$ cat src/rtl/assert_macros.svh
// ----------------------------------------------------------------------------
// assert_macros.svh
// Assertion helpers shared by the rtl files; empty when SYNTHESIS is set
// ----------------------------------------------------------------------------
`ifndef ASSERT_MACROS_SVH
`define ASSERT_MACROS_SVH

`ifndef SYNTHESIS
// property must hold at every clock edge out of reset
`define ASSERT_PROP(lbl, clk, rst, prop) \
  lbl: assert property (@(posedge clk) disable iff (rst) (prop)) \
    else $error("assertion failed");
// antecedent in one cycle implies consequent in the next
`define ASSERT_NEXT(lbl, clk, rst, ante, cons) \
  lbl: assert property (@(posedge clk) disable iff (rst) (ante) |=> (cons)) \
    else $error("assertion failed");
`else
`define ASSERT_PROP(lbl, clk, rst, prop)
`define ASSERT_NEXT(lbl, clk, rst, ante, cons)
`endif

`endif

$ cat src/rtl/wcnp_pkg.sv
// ----------------------------------------------------------------------------
// wcnp_pkg
// Types and constants of the wide character unsigned number parser
// ----------------------------------------------------------------------------
package wcnp_pkg;

  localparam int CHAR_BITS         = 16;
  localparam int BASE_BITS         = 6;
  localparam int DEF_VALUE_BITS    = 32;
  localparam int DEF_OFFSET_BITS   = 16;

  localparam logic [BASE_BITS-1:0] BASE_RESET = 6'd10;
  localparam logic [BASE_BITS-1:0] BASE_AUTO  = 6'd0;
  localparam logic [BASE_BITS-1:0] BASE_OCT   = 6'd8;
  localparam logic [BASE_BITS-1:0] BASE_DEC   = 6'd10;
  localparam logic [BASE_BITS-1:0] BASE_HEX   = 6'd16;

  localparam logic [CHAR_BITS-1:0] CHAR_NUL   = 16'h0000;
  localparam logic [CHAR_BITS-1:0] CHAR_TAB   = 16'h0009;
  localparam logic [CHAR_BITS-1:0] CHAR_SPACE = 16'h0020;
  localparam logic [CHAR_BITS-1:0] CHAR_ZERO  = 16'h0030;
  localparam logic [CHAR_BITS-1:0] CHAR_NINE  = 16'h0039;
  localparam logic [CHAR_BITS-1:0] CHAR_UC_A  = 16'h0041;
  localparam logic [CHAR_BITS-1:0] CHAR_UC_X  = 16'h0058;
  localparam logic [CHAR_BITS-1:0] CHAR_UC_Z  = 16'h005A;
  localparam logic [CHAR_BITS-1:0] CHAR_LC_A  = 16'h0061;
  localparam logic [CHAR_BITS-1:0] CHAR_LC_X  = 16'h0078;
  localparam logic [CHAR_BITS-1:0] CHAR_LC_Z  = 16'h007A;

  typedef enum logic [2:0] {
    PH_SKIP      = 3'd0,
    PH_AUTO_ZERO = 3'd1,
    PH_HEX_ZERO  = 3'd2,
    PH_DIGITS    = 3'd3,
    PH_STOP      = 3'd4
  } phase_t;

  // control part of the parse state
  typedef struct packed {
    phase_t               phase;
    logic [BASE_BITS-1:0] base;
  } ctl_t;

endpackage

$ cat src/rtl/wcnp_in_stage.sv
// ----------------------------------------------------------------------------
// wcnp_in_stage
// Input register: holds one item until the parse step takes it
// ----------------------------------------------------------------------------
module wcnp_in_stage (
  input  logic                           clk,
  input  logic                           rst,
  input  logic                           in_valid,
  output logic                           in_stall,
  input  logic [wcnp_pkg::CHAR_BITS-1:0] char_code,
  input  logic                           first_char,
  input  logic                           take,
  output logic                           q_valid,
  output logic [wcnp_pkg::CHAR_BITS-1:0] q_char,
  output logic                           q_first
);

  logic load;

  // stall only while the held item is not being taken
  assign in_stall = q_valid && !take;
  assign load     = in_valid && !in_stall;

  // valid flag
  always_ff @(posedge clk) begin
    if (rst) begin
      q_valid <= 1'b0;
    end else if (load) begin
      q_valid <= 1'b1;
    end else if (take) begin
      q_valid <= 1'b0;
    end
  end

  // payload
  always_ff @(posedge clk) begin
    if (load) begin
      q_char  <= char_code;
      q_first <= first_char;
    end
  end

endmodule

$ cat src/rtl/wcnp_step.sv
// ----------------------------------------------------------------------------
// wcnp_step
// Next parse state for one character: phase, radix, value and offsets
// ----------------------------------------------------------------------------
module wcnp_step #(
  parameter int VALUE_BITS  = wcnp_pkg::DEF_VALUE_BITS,
  parameter int OFFSET_BITS = wcnp_pkg::DEF_OFFSET_BITS
) (
  input  logic [wcnp_pkg::CHAR_BITS-1:0] char_code,
  input  logic                           first_char,
  input  logic [wcnp_pkg::BASE_BITS-1:0] number_base,
  input  wcnp_pkg::ctl_t                 ctl,
  input  logic [VALUE_BITS-1:0]          acc,
  input  logic [OFFSET_BITS-1:0]         consumed,
  input  logic [OFFSET_BITS-1:0]         pos,
  output wcnp_pkg::ctl_t                 ctl_next,
  output logic [VALUE_BITS-1:0]          acc_next,
  output logic [OFFSET_BITS-1:0]         consumed_next,
  output logic [OFFSET_BITS-1:0]         pos_next
);

  localparam int PROD_BITS = VALUE_BITS + wcnp_pkg::BASE_BITS;

  logic                           is_digit;
  logic [wcnp_pkg::BASE_BITS-1:0] digit;
  logic                           is_blank;
  logic                           is_x;
  logic                           is_nul;
  logic                           is_zero;

  // character classes and digit value
  always_comb begin
    is_digit = 1'b1;
    digit    = '0;
    if (char_code >= wcnp_pkg::CHAR_ZERO && char_code <= wcnp_pkg::CHAR_NINE) begin
      digit = wcnp_pkg::BASE_BITS'(char_code - wcnp_pkg::CHAR_ZERO);
    end else if (char_code >= wcnp_pkg::CHAR_LC_A && char_code <= wcnp_pkg::CHAR_LC_Z) begin
      digit = wcnp_pkg::BASE_BITS'(char_code - wcnp_pkg::CHAR_LC_A + 16'd10);
    end else if (char_code >= wcnp_pkg::CHAR_UC_A && char_code <= wcnp_pkg::CHAR_UC_Z) begin
      digit = wcnp_pkg::BASE_BITS'(char_code - wcnp_pkg::CHAR_UC_A + 16'd10);
    end else begin
      is_digit = 1'b0;
    end
  end

  assign is_blank = (char_code == wcnp_pkg::CHAR_SPACE) || (char_code == wcnp_pkg::CHAR_TAB);
  assign is_x     = (char_code == wcnp_pkg::CHAR_LC_X) || (char_code == wcnp_pkg::CHAR_UC_X);
  assign is_nul   = (char_code == wcnp_pkg::CHAR_NUL);
  assign is_zero  = (char_code == wcnp_pkg::CHAR_ZERO);

  // phase update and digit accumulation
  always_comb begin
    wcnp_pkg::ctl_t         cur;
    logic [VALUE_BITS-1:0]  acc_cur;
    logic [OFFSET_BITS-1:0] cons_cur;
    logic [OFFSET_BITS-1:0] pos_cur;
    logic [OFFSET_BITS-1:0] pos_inc;
    logic                   take;
    logic [PROD_BITS-1:0]   prod;

    // a start mark clears the parse before this character is handled
    if (first_char) begin
      cur.phase = wcnp_pkg::PH_SKIP;
      cur.base  = '0;
      acc_cur   = '0;
      cons_cur  = '0;
      pos_cur   = '0;
    end else begin
      cur      = ctl;
      acc_cur  = acc;
      cons_cur = consumed;
      pos_cur  = pos;
    end

    // saturating position step
    pos_inc = (&pos_cur) ? pos_cur : pos_cur + 1'b1;

    ctl_next      = cur;
    acc_next      = acc_cur;
    consumed_next = cons_cur;
    take          = 1'b0;

    unique case (cur.phase)
      wcnp_pkg::PH_SKIP: begin
        if (is_blank) begin
          consumed_next = pos_inc;
        end else if (is_nul) begin
          ctl_next.phase = wcnp_pkg::PH_STOP;
        end else if (number_base == wcnp_pkg::BASE_AUTO) begin
          if (is_zero) begin
            consumed_next  = pos_inc;
            ctl_next.phase = wcnp_pkg::PH_AUTO_ZERO;
          end else begin
            ctl_next.base  = wcnp_pkg::BASE_DEC;
            ctl_next.phase = wcnp_pkg::PH_DIGITS;
            take           = 1'b1;
          end
        end else if (number_base == wcnp_pkg::BASE_HEX && is_zero) begin
          ctl_next.base  = wcnp_pkg::BASE_HEX;
          consumed_next  = pos_inc;
          ctl_next.phase = wcnp_pkg::PH_HEX_ZERO;
        end else begin
          ctl_next.base  = number_base;
          ctl_next.phase = wcnp_pkg::PH_DIGITS;
          take           = 1'b1;
        end
      end
      wcnp_pkg::PH_AUTO_ZERO: begin
        ctl_next.phase = wcnp_pkg::PH_DIGITS;
        if (is_x) begin
          ctl_next.base = wcnp_pkg::BASE_HEX;
          consumed_next = pos_inc;
        end else begin
          ctl_next.base = wcnp_pkg::BASE_OCT;
          if (is_nul) begin
            ctl_next.phase = wcnp_pkg::PH_STOP;
          end else begin
            take = 1'b1;
          end
        end
      end
      wcnp_pkg::PH_HEX_ZERO: begin
        ctl_next.phase = wcnp_pkg::PH_DIGITS;
        if (is_x) begin
          consumed_next = pos_inc;
        end else if (is_nul) begin
          ctl_next.phase = wcnp_pkg::PH_STOP;
        end else begin
          take = 1'b1;
        end
      end
      wcnp_pkg::PH_DIGITS: begin
        if (is_nul) begin
          ctl_next.phase = wcnp_pkg::PH_STOP;
        end else begin
          take = 1'b1;
        end
      end
      default: begin
        ctl_next = cur;
      end
    endcase

    // one multiply-add with the radix now in force
    prod = PROD_BITS'(acc_cur) * PROD_BITS'(ctl_next.base);
    if (take) begin
      if (!is_digit || digit >= ctl_next.base) begin
        ctl_next.phase = wcnp_pkg::PH_STOP;
      end else begin
        acc_next      = prod[VALUE_BITS-1:0] + VALUE_BITS'(digit);
        consumed_next = pos_inc;
      end
    end

    // position advances while the parse is live
    pos_next = (ctl_next.phase == wcnp_pkg::PH_STOP) ? pos_cur : pos_inc;
  end

endmodule

$ cat src/rtl/wide_char_unsigned_number_parser_core.sv
// ----------------------------------------------------------------------------
// wide_char_unsigned_number_parser_core
// Streaming strtoul-style parser over 16-bit characters
// ----------------------------------------------------------------------------
// One character per item, one result per item. The block takes a new item
// in every cycle unless the output is stalled. Each item passes the input
// register and then goes through the parse step into the state
// registers that drive the result ports. The rate is set by the parse step,
// a single multiply-add of the running value by the radix plus the phase
// update, which closes on itself each cycle. number_base is latched at the
// first non-blank character of a string.
module wide_char_unsigned_number_parser_core #(
  parameter int VALUE_BITS  = wcnp_pkg::DEF_VALUE_BITS,
  parameter int OFFSET_BITS = wcnp_pkg::DEF_OFFSET_BITS
) (
  input  logic                           clk,
  input  logic                           rst,
  input  logic                           cfg_write_en,
  input  logic [wcnp_pkg::BASE_BITS-1:0] cfg_write_data,
  input  logic                           in_valid,
  output logic                           in_stall,
  input  logic [wcnp_pkg::CHAR_BITS-1:0] char_code,
  input  logic                           first_char,
  output logic                           out_valid,
  input  logic                           out_stall,
  output logic [VALUE_BITS-1:0]          parsed_value,
  output logic [OFFSET_BITS-1:0]         end_offset,
  output logic                           stopped
);

`include "assert_macros.svh"

  logic [wcnp_pkg::BASE_BITS-1:0] number_base;
  logic                           q_valid;
  logic [wcnp_pkg::CHAR_BITS-1:0] q_char;
  logic                           q_first;
  logic                           take;
  wcnp_pkg::ctl_t                 ctl;
  wcnp_pkg::ctl_t                 ctl_next;
  logic [VALUE_BITS-1:0]          acc;
  logic [VALUE_BITS-1:0]          acc_next;
  logic [OFFSET_BITS-1:0]         consumed;
  logic [OFFSET_BITS-1:0]         consumed_next;
  logic [OFFSET_BITS-1:0]         pos;
  logic [OFFSET_BITS-1:0]         pos_next;

  // radix register
  always_ff @(posedge clk) begin
    if (rst) begin
      number_base <= wcnp_pkg::BASE_RESET;
    end else if (cfg_write_en) begin
      number_base <= cfg_write_data;
    end
  end

  // the held item moves on when the result slot is free or being taken
  assign take = q_valid && (!out_valid || !out_stall);

  wcnp_in_stage u_in_stage (
    .clk        (clk),
    .rst        (rst),
    .in_valid   (in_valid),
    .in_stall   (in_stall),
    .char_code  (char_code),
    .first_char (first_char),
    .take       (take),
    .q_valid    (q_valid),
    .q_char     (q_char),
    .q_first    (q_first)
  );

  wcnp_step #(
    .VALUE_BITS  (VALUE_BITS),
    .OFFSET_BITS (OFFSET_BITS)
  ) u_step (
    .char_code     (q_char),
    .first_char    (q_first),
    .number_base   (number_base),
    .ctl           (ctl),
    .acc           (acc),
    .consumed      (consumed),
    .pos           (pos),
    .ctl_next      (ctl_next),
    .acc_next      (acc_next),
    .consumed_next (consumed_next),
    .pos_next      (pos_next)
  );

  // parse state, which is also the result register
  always_ff @(posedge clk) begin
    if (rst) begin
      ctl.phase <= wcnp_pkg::PH_SKIP;
      ctl.base  <= '0;
      acc       <= '0;
      consumed  <= '0;
      pos       <= '0;
    end else if (take) begin
      ctl      <= ctl_next;
      acc      <= acc_next;
      consumed <= consumed_next;
      pos      <= pos_next;
    end
  end

  // result valid
  always_ff @(posedge clk) begin
    if (rst) begin
      out_valid <= 1'b0;
    end else if (take) begin
      out_valid <= 1'b1;
    end else if (!out_stall) begin
      out_valid <= 1'b0;
    end
  end

  assign parsed_value = acc;
  assign end_offset   = consumed;
  assign stopped      = (ctl.phase == wcnp_pkg::PH_STOP);

  // a stopped parse ignores characters until a start mark
  `ASSERT_NEXT(a_stop_holds, clk, rst, take && stopped && !q_first, $stable(acc) && $stable(consumed) && $stable(pos))
  // the end pointer never runs ahead of the position
  `ASSERT_PROP(a_offset_le_pos, clk, rst, consumed <= pos)
  // every item taken from the input register shows up as a result
  `ASSERT_NEXT(a_take_gives_result, clk, rst, take, out_valid)

endmodule
$ cat config.mk
export PLATFORM = sky130hd
export DESIGN_NAME = wide_char_unsigned_number_parser_core
export DESIGN_NICKNAME = d
export VERILOG_FILES = /design/src/rtl/wcnp_pkg.sv /design/src/rtl/wcnp_in_stage.sv /design/src/rtl/wcnp_step.sv /design/src/rtl/wide_char_unsigned_number_parser_core.sv
export VERILOG_INCLUDE_DIRS = /design/src /design/src/rtl
export SDC_FILE = /design/constraint.sdc
export NUM_CORES = 1
export LEC_CHECK = 0
export ABC_AREA = 0
export BUFFER_PORTS_ARGS = -buffer_cell sky130_fd_sc_hd__buf_2
export CAP_MARGIN = 20
export CORE_MARGIN = 8
export CORE_UTILIZATION = 40
export DETAILED_ROUTE_END_ITERATION = 8
export SETUP_SLACK_MARGIN = 0.02
export SLEW_MARGIN = 15
export SYNTH_ARGS = -nofsm -noshare
export SYNTH_HDL_FRONTEND = slang
export SYNTH_SLANG_ARGS = --single-unit
$ cat constraint.sdc
create_clock -name clk -period 10.6 [get_ports clk]
set_input_delay 1.06 -clock clk [delete_from_list [all_inputs] [get_ports clk]]
set_output_delay 1.06 -clock clk [all_outputs]
set_load 0.005 [all_outputs]
# Word level (Yosys, flattened, before mapping)
# Index checks and enable logic that the tools add are counted.
word_totals:
  word_cells: 109
  romBits: 0
  ramBits: 0
  in_bits: 28
  out_inout_bits: 51
  mem_count: 0
  latchBits: 0
  ff_bits: 98
op_classes:
  shift: 0
  order_cmp: 7
  reduce_logical: 22
  mux: 50
  div_mod_pow: 0
  multipliers: 1
  eq_ne: 12
  n_bitwise: 0
  n_addsub: 7
ops:
  columns: ["cell", "n"]
  rows:
  - ["$mux 16", 12]
  - ["$mux 32", 3]
  - ["$add 32x6->32", 1]
  - ["$eq 16x6->1 const B", 2]
  - ["$eq 16x7->1 const B", 2]
  - ["$ge 16x7->1 const B", 2]
  - ["$le 16x7->1 const B", 2]
  - ["$mul 32x6->32", 1]
  - ["$pmux 16 s2", 1]
  - ["$mux 6", 5]
  - ["$mux 3", 6]
  - ["$mux 9", 2]
  - ["$add 16x1->16 const B", 1]
  - ["$eq 16x4->1 const B", 1]
  - ["$ge 16x6->1 const B", 1]
  - ["$le 16x6->1 const B", 1]
  - ["$logic_not 16->1", 1]
  - ["$reduce_and 16->1", 1]
  - ["$mux 1", 14]
  - ["$add 6x4->6 const B", 2]
  - ["$pmux 6 s2", 1]
  - ["$sub 6x6->6 const B", 2]
  - ["$pmux 3 s3", 1]
  - ["$mux 8", 1]
  - ["18 further kinds", 33]

# Longest topological paths before layout
# Gate-level depths: netlist of run 1.
depth:
  depth_word: 13
  depth_mapped: 30
  ltp_nobuf: 29

# Cells and area by module
# From an unflattened synthesis of run 1, not the netlist that was laid out.
hier_totals:
  hier_cells: 1350
  hier_area_um2: 11604.9
by_module_without_submodules:
  columns: ["mod", "instances", "seq_area_each_um2", "area_per_inst_um2", "cells_per_inst"]
  rows:
  - ["wcnp_step", 1, 0.0, 7454.6, 988]
  - ["wide_char_unsigned_number_parser_core", 1, 1601.5, 3589.7, 341]
  - ["wcnp_in_stage", 1, 530.5, 560.5, 21]

# Least setup slack after synthesis of run 1
# No wires, ideal clock.
synth_timing:
  path_type: "register to register"
  start: "reg number_base[0] in the netlist's numbering"
  end: "reg acc[31] (netlist: parsed_value[31])"
  setup_slack_ps: 3648
  setup_time_ps: 114
  period_less_slack_ps: 6952
  t_required_ps: 10486
  t_arrival_ps: 6838
  path_stages_with_launch: 25
  n_path_buf: 1
  path_cell_list: "dfxtp_1 -> or4_4 -> nor3_1 -> nor2_1 -> or4_1 -> and3_1 -> clkbuf_1 -> or2_2 -> fa_1 -> fa_1 -> inv_1 -> fa_1 -> inv_1 -> fa_1 -> inv_1 -> ha_1 -> nand2_1 -> o21ai_0 -> a31oi_1 -> a211o_1 -> a21oi_1 -> o41a_1 -> nor3_1 -> a2111o_1 -> a21o_1"
synth_via:
  elab_chain_len: 11
  word_cells_on_any_way: 19
  classes_between: "add/sub (1); mul (1); order compare (1); eq/ne (1); mux (12); reduce/logical (3)"
synth_rtl:
  columns: ["element", "line", "text"]
  rows:
  - ["start: declaration", "wide_char_unsigned_number_parser_core.sv:33", "logic [wcnp_pkg::BASE_BITS-1:0] number_base;"]
  - ["start signal: assignment", "wide_char_unsigned_number_parser_core.sv:50", "number_base <= wcnp_pkg::BASE_RESET;"]
  - ["start signal: assignment", "wide_char_unsigned_number_parser_core.sv:52", "number_base <= cfg_write_data;"]
  - ["$eq 6x5->1", "wcnp_step.sv:98", "end else if (number_base == wcnp_pkg::BASE_HEX && is_zero) begin"]
  - ["$logic_and 1x1->1", "wcnp_step.sv:98", null]
  - ["$mux 7", "wcnp_step.sv:98", null]
  - ["$mux 8", "wcnp_step.sv:89", "end else if (number_base == wcnp_pkg::BASE_AUTO) begin"]
  - ["$mux 6", "wcnp_step.sv:87", "end else if (is_nul) begin"]
  - ["$mux 9", "wcnp_step.sv:85", "if (is_blank) begin"]
  - ["$pmux 6 s2", "wcnp_step.sv:83", "unique case (cur.phase)"]
  - ["$mul 32x6->32 / $ge 6x6->1 (equally long branches)", "wcnp_step.sv:145, wcnp_step.sv:147", null]
  - ["$add 32x6->32 / $logic_or 1x1->1 (equally long branches)", "wcnp_step.sv:150, wcnp_step.sv:147", null]
  - ["$mux 32", "wcnp_step.sv:147", "if (!is_digit || digit >= ctl_next.base) begin"]
  - ["$mux 32 *", "wcnp_step.sv:146", "if (take) begin"]
  - ["end signal: assignment", "wide_char_unsigned_number_parser_core.sv:99", "acc <= acc_next;"]
  - ["end: declaration", "wide_char_unsigned_number_parser_core.sv:40", "logic [VALUE_BITS-1:0] acc;"]
# Mark *: on every way between the ends. The rest lies on a longest branch, timed or not.
# A chain may end at the register's enable or synchronous reset.

# Worst setup path in the final report of run 1
layout_timing:
  start: "reg u_in_stage.q_char[4] in the netlist's numbering"
  end: "reg acc[30] (netlist: parsed_value[30])"
layout_via:
  elab_chain_len: 11
  word_cells_on_any_way: 51
  classes_between: "add/sub (6); mul (1); order compare (7); eq/ne (5); mux (23); reduce/logical (9)"
layout_rtl:
  columns: ["element", "line", "text"]
  rows:
  - ["start: declaration", "wcnp_in_stage.sv:14", "output logic [wcnp_pkg::CHAR_BITS-1:0] q_char,"]
  - ["start signal: assignment", "wcnp_in_stage.sv:38", "q_char <= char_code;"]
  - ["$eq 16x6->1", "wcnp_step.sv:49", "assign is_zero = (char_code == wcnp_pkg::CHAR_ZERO);"]
  - ["$logic_and 1x1->1", "wcnp_step.sv:98", null]
  - ["$mux 7", "wcnp_step.sv:98", null]
  - ["$mux 8", "wcnp_step.sv:89", null]
  - ["$mux 6", "wcnp_step.sv:87", null]
  - ["$mux 9", "wcnp_step.sv:85", null]
  - ["$pmux 6 s2", "wcnp_step.sv:83", null]
  - ["$mul 32x6->32 / $ge 6x6->1 (equally long branches)", "wcnp_step.sv:145, wcnp_step.sv:147", null]
  - ["$add 32x6->32 / $logic_or 1x1->1 (equally long branches)", "wcnp_step.sv:150, wcnp_step.sv:147", null]
  - ["$mux 32", "wcnp_step.sv:147", null]
  - ["$mux 32 *", "wcnp_step.sv:146", null]
# Marks and branches as above.

==> results.tsv, run 1 <==
stage	metric	value	unit
clock_network	Post CTS Setup Buffer Count	0	
drt	WL final	29000	microns
logic_synthesis	count leader, synth	nor2_1	
power	Max IR drop VDD	0.0669	mV
floorplanning	# IOs	79	
logic_synthesis	Post-synth ARST share	0	
placed_design	DP HPWL	21700	microns
placed_design	I/O Buffers	78	
sta	Worst-Margin Slew	933	ps
drt	Vias	9149	
layout	fillers	2529	
drt	initial DRC count	689	
floorplanning	Total Die Area	0.0317	sq mm
logic_synthesis	Seq cells post-synth	98	
clock_network	count of cells resized by post-cts repair	0	
floorplanning	Die H	178	microns
placed_design	Final Wtd Congestion	0.860	
worst_setup_path	CP Launch Type	register	
worst_setup_path	worst setup path category	reg -> reg	
logic_synthesis	Gate Count Post-Synth	1246	
drt	wire length on met1	12800	microns
power	internal power	585	uW
logic_synthesis	EDFF count, synth	17	
floorplanning	DIE WIDTH	178	microns
clock_network	clock buffer depth	2	
logic_synthesis	Yosys top cell by area	fa_1	
worst_setup_path	crit-path max cell delay	550	ps
flow_run	Max-Cap Viols	0	
sta	relative slew slack	0.375	
sta	Max Clk Rate	120	MHz
grt	GR Overflow Total	0	
sta	Final Skew	14.1	ps
sta	Final period util	0.783	
drt	first-pass detailed-route iteration total	5	
power	Power Dens Cells	74.2	mW/mm^2
power	combinational share of power	0.119	
floorplanning	row count	59	
grt	largest net degree at the start of global routing	74	
drt	DR WL met3	1180	microns
logic_synthesis	syn_nets	1465	
floorplanning	core footprint	0.0259	sq mm
sta	Total Neg Setup Slack	0	ps
clock_network	H-tree Lvls	3	
power	Leak	0.00539	uW
grt	global-route wire length before repair	47600	microns
logic_synthesis	distinct cell type count after synthesis	78	
power	Flop pwr share	0.464	
clock_network	CTS Buf Count	9	
sta	final hold vios	0	
grt	initial antenna violation count	0	
power	clock power share	0.417	
clock_network	clock sink total	98	
worst_setup_path	Critical Path Fanout Max	25	
placed_design	DP Area	0.0112	sq mm
drt	antenna-violating nets left	0	
logic_synthesis	Seq/Total Area, Yosys	0.203	
clock_network	Clk Latency, worst-skew pair	370	ps
outcome	status	complete, no violations	
worst_setup_path	Worst Setup End Kind	register	
logic_synthesis	syn_area_per_cell	8.44	sq um
power	sw frac	0.316	
sta	RSZ-0062 raised after global routing	false	
logic_synthesis	Top FF cell, synth	dfxtp_1	
logic_synthesis	largest cells by area after synthesis	fa_1 (21%), dfxtp_1 (15%), ha_1 (9.4%)	
logic_synthesis	area share of the largest cell type after synthesis	0.213	
clock_network	CTS tree	yes	
logic_synthesis	yosys warns	0	
clock_network	CTS root buffer	clkbuf_16	
grt	vias in the first global route	9349	
layout	Total Nets Final	1509	
layout	design area	0.0115	sq mm
drt	Max Used Layer	met4	
drt	DRC viols	0	
worst_setup_path	Crit path required time	10870	ps
logic_synthesis	Post-Synthesis Cell Area	0.0105	sq mm
clock_network	clock slew at reported path FFs	90	ps
clock_network	Hold-fix buffers, CTS	0	
grt	Total Routing Usage GR	0.186	
drt	drt wl/cell	17.8	microns
sta	Tmin final	8300	ps
layout	Antenna Cells	0	
drt	via/cell ratio	5.61	
layout	area added between synthesis and finish	9.63	%
sta	fin. max-slew vios	0	
logic_synthesis	commonest cells in the netlist	nor2_1 (246), fa_1 (112), nand2_1 (89)	
layout	layout cells sized above 1	0.0996	
floorplanning	Initial Util	0.406	
worst_setup_path	crit path max-delay cell type	fa_1	
power	Psw	270	uW
min_path	worst hold path type	reg -> reg	
worst_setup_path	Critical Path AT	8570	ps
drt	metal2 WL	14200	microns
sta	Setup-failing EPs final	0	
## cell families after synthesis
group / after synthesis / synth area share
adder cells (fa/ha/maj): 192 / 0.308
AND/OR/NAND/NOR: 498 / 0.216
multiplexers: 6 / 0.00571
flip-flops: 98 / 0.203
AO/OA/AOI/OAI: 277 / 0.178
XOR/XNOR: 44 / 0.0408
buffers and inverters: 131 / 0.0480
## state kept, by name, indices dropped and copies added (netlist names)
register / cells
end_offset: 16
ctl: 9
u_in_stage.q_first: 1
pos: 16
parsed_value: 32
number_base: 6
u_in_stage.q_char: 16
u_in_stage.q_valid: 1
out_valid: 1
## per-stage QoR
stage | cells | total power (uW) | util | worst slack (ps) | hold slack [ps]
final | 1630 | 855 | 0.445 | 2300 | 469
after global routing | 1630 | 888 | 0.445 | 1710 | 507
after CTS | 1630 | 863 | 0.445 | 2430 | 473
after detailed placement | 1614 | 506 | 0.433 | 2470 | 441
after global placement | 1614 | 505 | 0.433 | 2670 | 445
after floorplan | 1246 | 472 | - | 3650 | 441
## per-layer routing
layer,track usage,vias up
met2,0.326,226
met1,0.227,4496
met4,0.0684,0
li1,-,4380
met5,0,-
met3,0.0290,47
## cell usage in the layout (no fill, tap or decap), types with 7 or more instances in the layout
| cell | instances |
|---|---|
| a22oi_1 | 33 |
| nand4_1 | 10 |
| fa_1 | 112 |
| o21a_1 | 7 |
| dfxtp_1 | 81 |
| and2_1 | 7 |
| a21o_1 | 21 |
| xnor2_1 | 26 |
| inv_1 | 74 |
| edfxtp_1 | 17 |
| xor2_1 | 15 |
| a21oi_1 | 69 |
| a211oi_1 | 12 |
| ha_1 | 79 |
| or2_2 | 11 |
| clkbuf_16 | 9 |
| nand3_1 | 28 |
| buf_2 | 78 |
| o21ai_0 | 49 |
| a22o_1 | 13 |
| and3_1 | 17 |
| nor2_1 | 245 |
| nand2b_1 | 15 |
| nor3_1 | 18 |
| nor2b_1 | 26 |
| a31oi_1 | 8 |
| buf_4 | 10 |
| nand2_1 | 89 |
## worst paths after layout
path	slack [ps]	depth (start not counted)	start	end
worst max register to register	2300	27	u_in_stage.q_char[4]	parsed_value[30]
worst min register to register	470	1	end_offset[13]	end_offset[13]
worst min-delay path	470	1	end_offset[13]	end_offset[13]
worst max-delay path	2300	27	u_in_stage.q_char[4]	parsed_value[30]
## cell type report
class | instances | area [sq um] | share of cell area
clock buffer | 9 | 225 | 0.0195
clock inverter | 7 | 81.3 | 0.00706
inverter | 76 | 290 | 0.0252
multi-input combinational | 1017 | 7910 | 0.686
sequential | 98 | 2130 | 0.185
tap | 335 | 419 | 0.0364
timing repair buffer | 88 | 465 | 0.0404
## power by group through the flow
stage	registers (uW)	logic [uW]	clock network [uW]
2_1_floorplan	400	71.3	0
3_3_place_gp	405	100	0
3_5_place_dp	405	101	0
4_1_cts	397	101	365
5_1_grt	398	112	378
6_report	397	102	356
## critical path: cells and delay by family, from the launching register on
kind | cells | cell delay (ps)
AO/OA/AOI/OAI | 10 | 2740
buffers and inverters | 5 | 680
XOR/XNOR | 1 | 100
flip-flops | 1 | 490
AND/OR/NAND/NOR | 5 | 1390
adder cells (fa/ha/maj) | 6 | 2780
No activity file was read; power rests on OpenSTA's default activity.
==> run 2, diff against run 1 <==
--- a/config.mk
+++ b/config.mk
@@ -6,7 +6,7 @@
 export SDC_FILE = /design/constraint.sdc
 export NUM_CORES = 1
 export LEC_CHECK = 0
-export ABC_AREA = 0
+export ABC_AREA = 1
 export BUFFER_PORTS_ARGS = -buffer_cell sky130_fd_sc_hd__buf_2
 export CAP_MARGIN = 20
 export CORE_MARGIN = 8
==> constraint.sdc (replaced) <==
create_clock -name clk -period 7.6 [get_ports clk]
set_input_delay 0.76 -clock clk [delete_from_list [all_inputs] [get_ports clk]]
set_output_delay 0.76 -clock clk [all_outputs]
set_load 0.005 [all_outputs]
==> run 2 against run 1 <==
Against the previous run: sequential cell count unchanged; worst setup slack worse by 1600 ps; sequential share of layout area fell by 1.4 points; combinational power grew to 2.7 times the previous value.
==> results.tsv, run 2 <==
stage	metric	value	unit	change
power	Power Total	1370	uW	+61%
grt	largest net degree at the start of global routing	78		+5.4%
logic_synthesis	Post-Synthesis Cell Area	0.0115	sq mm	+9.0%
floorplanning	DIE WIDTH	185	microns	+4.0%
clock_network	count of cells resized by post-cts repair	0		unchanged
placed_design	DP HPWL	25400	microns	+17%
floorplanning	core footprint	0.0285	sq mm	+9.9%
flow_run	Max-Cap Viols	0		unchanged
sta	final hold vios	0		unchanged
logic_synthesis	syn_nets	1827		+25%
worst_setup_path	worst setup path category	reg -> reg		
layout	Post-Layout Cell Count	2039		+25%
placed_design	Final Wtd Congestion	0.938		+9.0%
clock_network	H-tree Lvls	3		unchanged
sta	fin. max-slew vios	0		unchanged
layout	most frequent cells in the layout	nand2_1 (299), nor2_1 (272), inv_1 (200), a21oi_1 (135), fa_1 (112)		
logic_synthesis	Top FF cell, synth	dfxtp_1		
grt	initial antenna violation count	0		unchanged
logic_synthesis	count leader, synth	nand2_1		
drt	WL final	33100	microns	+14%
min_path	hold_sp	pos[4]		
clock_network	clock buffer depth	2		unchanged
layout	commonest non-fill, non-tap cell in the layout	nand2_1		
grt	GR Overflow Total	0		unchanged
clock_network	CTS root buffer	clkbuf_16		
outcome	status	complete, no violations		
worst_setup_path	Critical Path Fanout Max	19		-24%
power	Power Dens Cells	110	mW/mm^2	+49%
logic_synthesis	Yosys top cell by area	fa_1		
sta	relative slew slack	0.380		+0.00418
floorplanning	Initial Util	0.402		-0.00332
clock_network	CTS Buf Count	9		unchanged
grt	M2 GR Usage	0.359		+0.0330
placed_design	DP Area	0.0121	sq mm	+8.2%
layout	Total Nets Final	1869		+24%
logic_synthesis	Seq cells post-synth	98		unchanged
drt	via/cell ratio	5.25		-6.6%
power	internal power	922	uW	+58%
drt	antenna-violating nets left	0		unchanged
drt	drt wl/cell	16.2	microns	-8.6%
logic_synthesis	distinct cell type count after synthesis	55		-29%
logic_synthesis	commonest cells in the netlist	nand2_1 (299), nor2_1 (273), inv_1 (201)		
clock_network	CTS tree	yes		
worst_setup_path	crit path max-delay cell type	clkinv_1		
worst_setup_path	CP Launch Type	register		
power	Psw	452	uW	+67%
floorplanning	row count	62		+5.1%
clock_network	Post CTS Setup Buffer Count	0		unchanged
worst_setup_path	Worst Setup End Kind	register		
sta	Worst-Margin Slew	929	ps	-4.09 ps
layout	Antenna Cells	0		unchanged
logic_synthesis	syn_area_per_cell	7.12	sq um	-16%
power	sw frac	0.329		+0.0131
power	combinational share of power	0.197		+0.078
logic_synthesis	largest cells by area after synthesis	fa_1 (20%), dfxtp_1 (14%), nand2_1 (9.8%)		
layout	max FFs per register	32		unchanged
grt	vias in the first global route	10900		+16%
sta	Total Neg Setup Slack	0	ps	unchanged
sta	Max Clk Rate	144	MHz	+20%
worst_setup_path	crit path from	u_in_stage.q_char[0]		
floorplanning	Total Die Area	0.0343	sq mm	+8.2%
logic_synthesis	Post-synth ARST share	0		unchanged
clock_network	clock sink total	98		unchanged
layout	layout cells sized above 1	0.0979		-0.00173
clock_network	clock slew at reported path FFs	80	ps	about the same
worst_setup_path	Reg-to-Reg Start	u_in_stage.q_char[0]		
worst_setup_path	Worst R2R Setup Slack	660	ps	-1640 ps
grt	GR peak layer	met2		
power	Max IR drop VDD	0.0976	mV	+46%
clock_network	Hold-fix buffers, CTS	0		unchanged
drt	initial DRC count	596		-13%
logic_synthesis	area share of the largest cell type after synthesis	0.196		-0.0176
worst_setup_path	crit-path max cell delay	620	ps	+70 ps
grt	met1 Use GR	0.240		+0.0134
power	Leak	0.00613	uW	+14%
logic_synthesis	Seq/Total Area, Yosys	0.186		-0.0167
placed_design	Inst Count DP	2023		+25%
logic_synthesis	EDFF count, synth	17		unchanged
placed_design	I/O Buffers	78		unchanged
sta	Setup-failing EPs final	0		unchanged
floorplanning	# IOs	79		unchanged
sta	Final period util	0.913		+0.130
worst_setup_path	Crit path required time	7830	ps	-3040 ps
logic_synthesis	Gate Count Post-Synth	1608		+29%
power	Flop pwr share	0.415		-0.049
min_path	worst hold path type	reg -> reg		
power	clock power share	0.388		-0.029
logic_synthesis	yosys warns	0		unchanged
drt	DRC viols	0		unchanged
worst_setup_path	Critical Path AT	7170	ps	-1400 ps
worst_setup_path	most used cell, CP	inv_1		
layout	utilization after layout	0.438		-0.00718
sta	Final Skew	17.1	ps	+3.01 ps
drt	first-pass detailed-route iteration total	5		unchanged
sta	Tmin final	6940	ps	-1360 ps
drt	Vias	10700		+17%
clock_network	Clk Latency, worst-skew pair	370	ps	about the same
floorplanning	Die H	185	microns	+4.0%
layout	fillers	2970		+17%
sta	RSZ-0062 raised after global routing	false		
layout	area added between synthesis and finish	8.75	%	
grt	met3 Resource Use GR	0.0273		-0.00174
grt	Total Routing Usage GR	0.199		+0.0126
grt	global-route wire length before repair	54700	microns	+15%
layout	design area	0.0125	sq mm	+8.1%
==> run 2: cell types whose count changed after synthesis, sizes merged, moves of 29 or more <==
cell and delta:
a22oi -32, inv +143, nand3 +29, nor2 +36, nand2 +221, a21oi +73, o21ai +60
==> run 2: path summary, 6_finish.rpt <==
| check | end | cells past startpoint |
|---|---|---|
| max | parsed_value[30] | 33 |
| min reg2reg | pos[4] | 2 |
| min | pos[4] | 2 |
| max reg2reg | parsed_value[30] | 33 |
==> run 2: kinds of logic (layout without fill, tap and decap cells) <==
logic type / Yosys count / after routing / share of synthesized area
fa+ha+maj: 191 / 191 / 0.282
flops: 98 / 98 / 0.186
xor+xnor: 36 / 36 / 0.0275
buf+inv: 281 / 328 / 0.0982
simple gates: 677 / 677 / 0.242
compound gates: 325 / 325 / 0.164
==> run 2: layout make-up <==
type,count,area [sq um],area share
Inverter,223,841,0.0675
Multi-Input combinational cell,1229,8200,0.659
Clock buffer,9,225,0.0181
Tap cell,384,480,0.0386
Sequential cell,98,2130,0.171
Timing Repair Buffer,89,473,0.0380
Clock inverter,7,100,0.00804
==> run 2: power by group through the flow <==
stage / registers, uW / logic [uW] / clock network (uW)
2_1_floorplan: 578 / 194 / 0
3_3_place_gp: 582 / 267 / 0
3_5_place_dp: 583 / 271 / 0
4_1_cts: 571 / 272 / 544
5_1_grt: 574 / 302 / 562
6_report: 571 / 271 / 533
==> run 2: through the flow <==
stage / setup WS (ps) / hold WS (ps)
final: 660 / 465
after global routing: 48.1 / 487
after CTS: 685 / 470
after detailed placement: 674 / 458
after global placement: 763 / 453
after floorplan: 1920 / 445
==> run 2: layer usage <==
layer / wire length, microns / up-vias / share of wire
met1: 14200 / 5086 / 0.43
met5: 0 / - / 0
li1: - / 5264 / -
met2: 16600 / 287 / 0.50
met4: 756 / 0 / 0.023
met3: 1490 / 58 / 0.045
==> run 2: critical path, delay by kind of cell, from the launching register on <==
family                     cells  cell delay, ps
adders and majority gates      6            2360
and+or+nand+nor               12            1650
AOI/OAI and AO/OA              8            1380
buffers and inverters          7             980
DFF                            1             430
==> run 3, diff against run 2 <==
==> constraint.sdc (replaced) <==
create_clock -name clk -period 8.3 [get_ports clk]
set_input_delay 0.83 -clock clk [delete_from_list [all_inputs] [get_ports clk]]
set_output_delay 0.83 -clock clk [all_outputs]
set_load 0.005 [all_outputs]
==> run 3 against run 2 <==
Against the previous run: power shrank 9.0%; largest cell class unchanged; die area is the same; maximum frequency grew 0.37%; sequential power shrank 8.6%; core utilization is essentially flat; critical path depth shrank 2; cell count is essentially flat; clock skew shrank 3.8 ps; worst hold slack gained 0.89 ps.
==> results.tsv, run 3 (synthesized netlist as in run 2, its figures left out) <==
stage	metric	value	unit	change
sta	Final WS setup	1390	ps	+726 ps
placed_design	Final Wtd Congestion	0.899		-4.2%
worst_setup_path	Critical Path AT	7140	ps	-30 ps
worst_setup_path	Critical Path Fanout Max	25		+6
clock_network	count of cells resized by post-cts repair	0		unchanged
min_path	hold worst-path end	pos[15]		
worst_setup_path	worst setup path category	reg -> reg		
layout	layout cells sized above 1	0.0973		-0.000545
grt	largest net degree at the start of global routing	73		-6.4%
sta	final hold slack	466	ps	+0.886 ps
power	Max IR drop VDD	0.0900	mV	-7.8%
sta	fin. max-slew vios	0		unchanged
worst_setup_path	Worst Setup End Kind	register		
clock_network	H-tree Lvls	3		unchanged
sta	Final period util	0.833		-0.0801
clock_network	CTS Buf Count	9		unchanged
layout	commonest non-fill, non-tap cell in the layout	nand2_1		
layout	area added between synthesis and finish	8.67	%	about the same
floorplanning	Initial Util	0.402		unchanged
clock_network	CTS tree	yes		
drt	drt wl/cell	16.1	microns	-1.2%
worst_setup_path	Worst Reg-to-Reg Cells	31		-6.1%
clock_network	clock slew at reported path FFs	80	ps	about the same
min_path	hold_sp	pos[15]		
drt	Vias	10600		-0.48%
grt	met1 Use GR	0.245		+0.00414
flow_run	Max-Cap Viols	0		unchanged
clock_network	Hold-fix buffers, CTS	0		unchanged
drt	antenna-violating nets left	0		unchanged
clock_network	Post CTS Setup Buffer Count	0		unchanged
worst_setup_path	Crit path required time	8520	ps	+690 ps
sta	Setup-failing EPs final	0		unchanged
drt	DRC viols	0		unchanged
layout	Total Nets Final	1868		-0.054%
clock_network	CTS root buffer	clkbuf_16		
clock_network	Clk Latency, worst-skew pair	370	ps	about the same
worst_setup_path	most used cell, CP	inv_1		
grt	GR Overflow Total	0		unchanged
grt	Total Routing Usage GR	0.198		-0.000691
worst_setup_path	Worst R2R Setup Slack	1390	ps	+730 ps
grt	global-route wire length before repair	54800	microns	+0.10%
floorplanning	core footprint	0.0285	sq mm	unchanged
worst_setup_path	crit-path max cell delay	540	ps	-80 ps
drt	first-pass detailed-route iteration total	5		unchanged
floorplanning	row count	62		unchanged
grt	GR peak layer	met2		
clock_network	clock sink total	98		unchanged
grt	initial antenna violation count	1		+1
layout	max FFs per register	32		unchanged
sta	Total Neg Setup Slack	0	ps	unchanged
sta	Tmin final	6910	ps	-25.7 ps
grt	vias in the first global route	10800		-0.39%
grt	met3 Resource Use GR	0.0284		+0.00118
worst_setup_path	crit path max-delay cell type	inv_2		
placed_design	Placement Setup Slack	1420	ps	+742 ps
sta	RSZ-0062 raised after global routing	false		
floorplanning	Total Die Area	0.0343	sq mm	unchanged
drt	initial DRC count	593		-0.50%
power	Leak	0.00613	uW	about the same
worst_setup_path	CP Launch Type	register		
floorplanning	Die H	185	microns	unchanged
sta	Worst-Margin Slew	969	ps	+39.6 ps
floorplanning	# IOs	79		unchanged
placed_design	DP HPWL	24900	microns	-1.9%
placed_design	I/O Buffers	78		unchanged
layout	most frequent cells in the layout	nand2_1 (299), nor2_1 (272), inv_1 (200), a21oi_1 (135), fa_1 (112)		
drt	WL final	32700	microns	-1.2%
grt	M2 GR Usage	0.351		-0.00797
drt	via/cell ratio	5.22		-0.43%
floorplanning	DIE WIDTH	185	microns	unchanged
sta	Max Clk Rate	145	MHz	+0.37%
sta	relative slew slack	0.353		-0.0265
outcome	status	complete, no violations		
worst_setup_path	Reg-to-Reg Start	u_in_stage.q_char[0]		
min_path	Hold Crit Depth	2		unchanged
worst_setup_path	FF-to-FF End	parsed_value[30]		
clock_network	clock buffer depth	2		unchanged
layout	Antenna Cells	0		unchanged
sta	Final Skew	13.2	ps	-3.85 ps
power	Power Dens Cells	101	mW/mm^2	-8.9%
min_path	worst hold path type	reg -> reg		
sta	final hold vios	0		unchanged
run 3: cell types whose count changed in the layout (fill, tap and decap cells not counted), sizes merged:
cell / change
bufinv: -1
clkbuf: +3
clkinvlp: -1
buf: -1
inv: -1
run 3: metal layers:
layer / vias up / part of all wire / wire length, microns
li1: 5243 / - / -
met1: 5110 / 0.44 / 14300
met2: 238 / 0.50 / 16200
met3: 53 / 0.043 / 1420
met4: 0 / 0.024 / 794
met5: - / 0 / 0
run 3: how the worst max path moves through the flow:
stage / slack [ps] / startpoint / cells past startpoint / end
3_3_place_gp: 1650 / u_in_stage.q_char[0] / 33 / parsed_value[18]
4_1_cts: 1430 / u_in_stage.q_char[0] / 31 / parsed_value[30]
3_5_place_dp: 1420 / u_in_stage.q_char[15] / 30 / parsed_value[30]
2_1_floorplan: 2620 / u_in_stage.q_char[1] / 36 / parsed_value[19]
5_1_grt: 730 / u_in_stage.q_char[0] / 34 / parsed_value[30]
6_report: 1390 / u_in_stage.q_char[0] / 31 / parsed_value[30]
run 3: power breakdown:
part | internal, uW | switching [uW] | leakage, uW
Clock | 264 | 218 | 0.000159
Combinational | 70.6 | 178 | 0.00514
Sequential | 506 | 16.1 | 0.000827
Total | 840 | 412 | 0.00613
run 3: critical path: cells and delay by family, from the launching register on:
family          cells  cell delay [ps]
compound gates      6             1130
fa+ha+maj           6             2640
buf+inv             6              910
flops               1              470
simple gates       13             1620
run 3: layout make-up:
type	instances	area (sq um)
Clock buffer	12	268
Tap cell	384	480
Timing Repair Buffer	88	465
Inverter	223	841
Fill cell	2967	16000
Clock inverter	4	56.3
Sequential cell	98	2130
Multi-Input combinational cell	1229	8200
run 3: stage by stage:
step,util,std cells,power [uW],area (sq um)
CTS,0.437,2038,1260,12400
detailed placement,0.426,2022,780,12100
global placement,0.426,2022,778,12100
global route,0.437,2038,1310,12400
floorplan,-,1608,706,11500
finish,0.437,2038,1250,12400
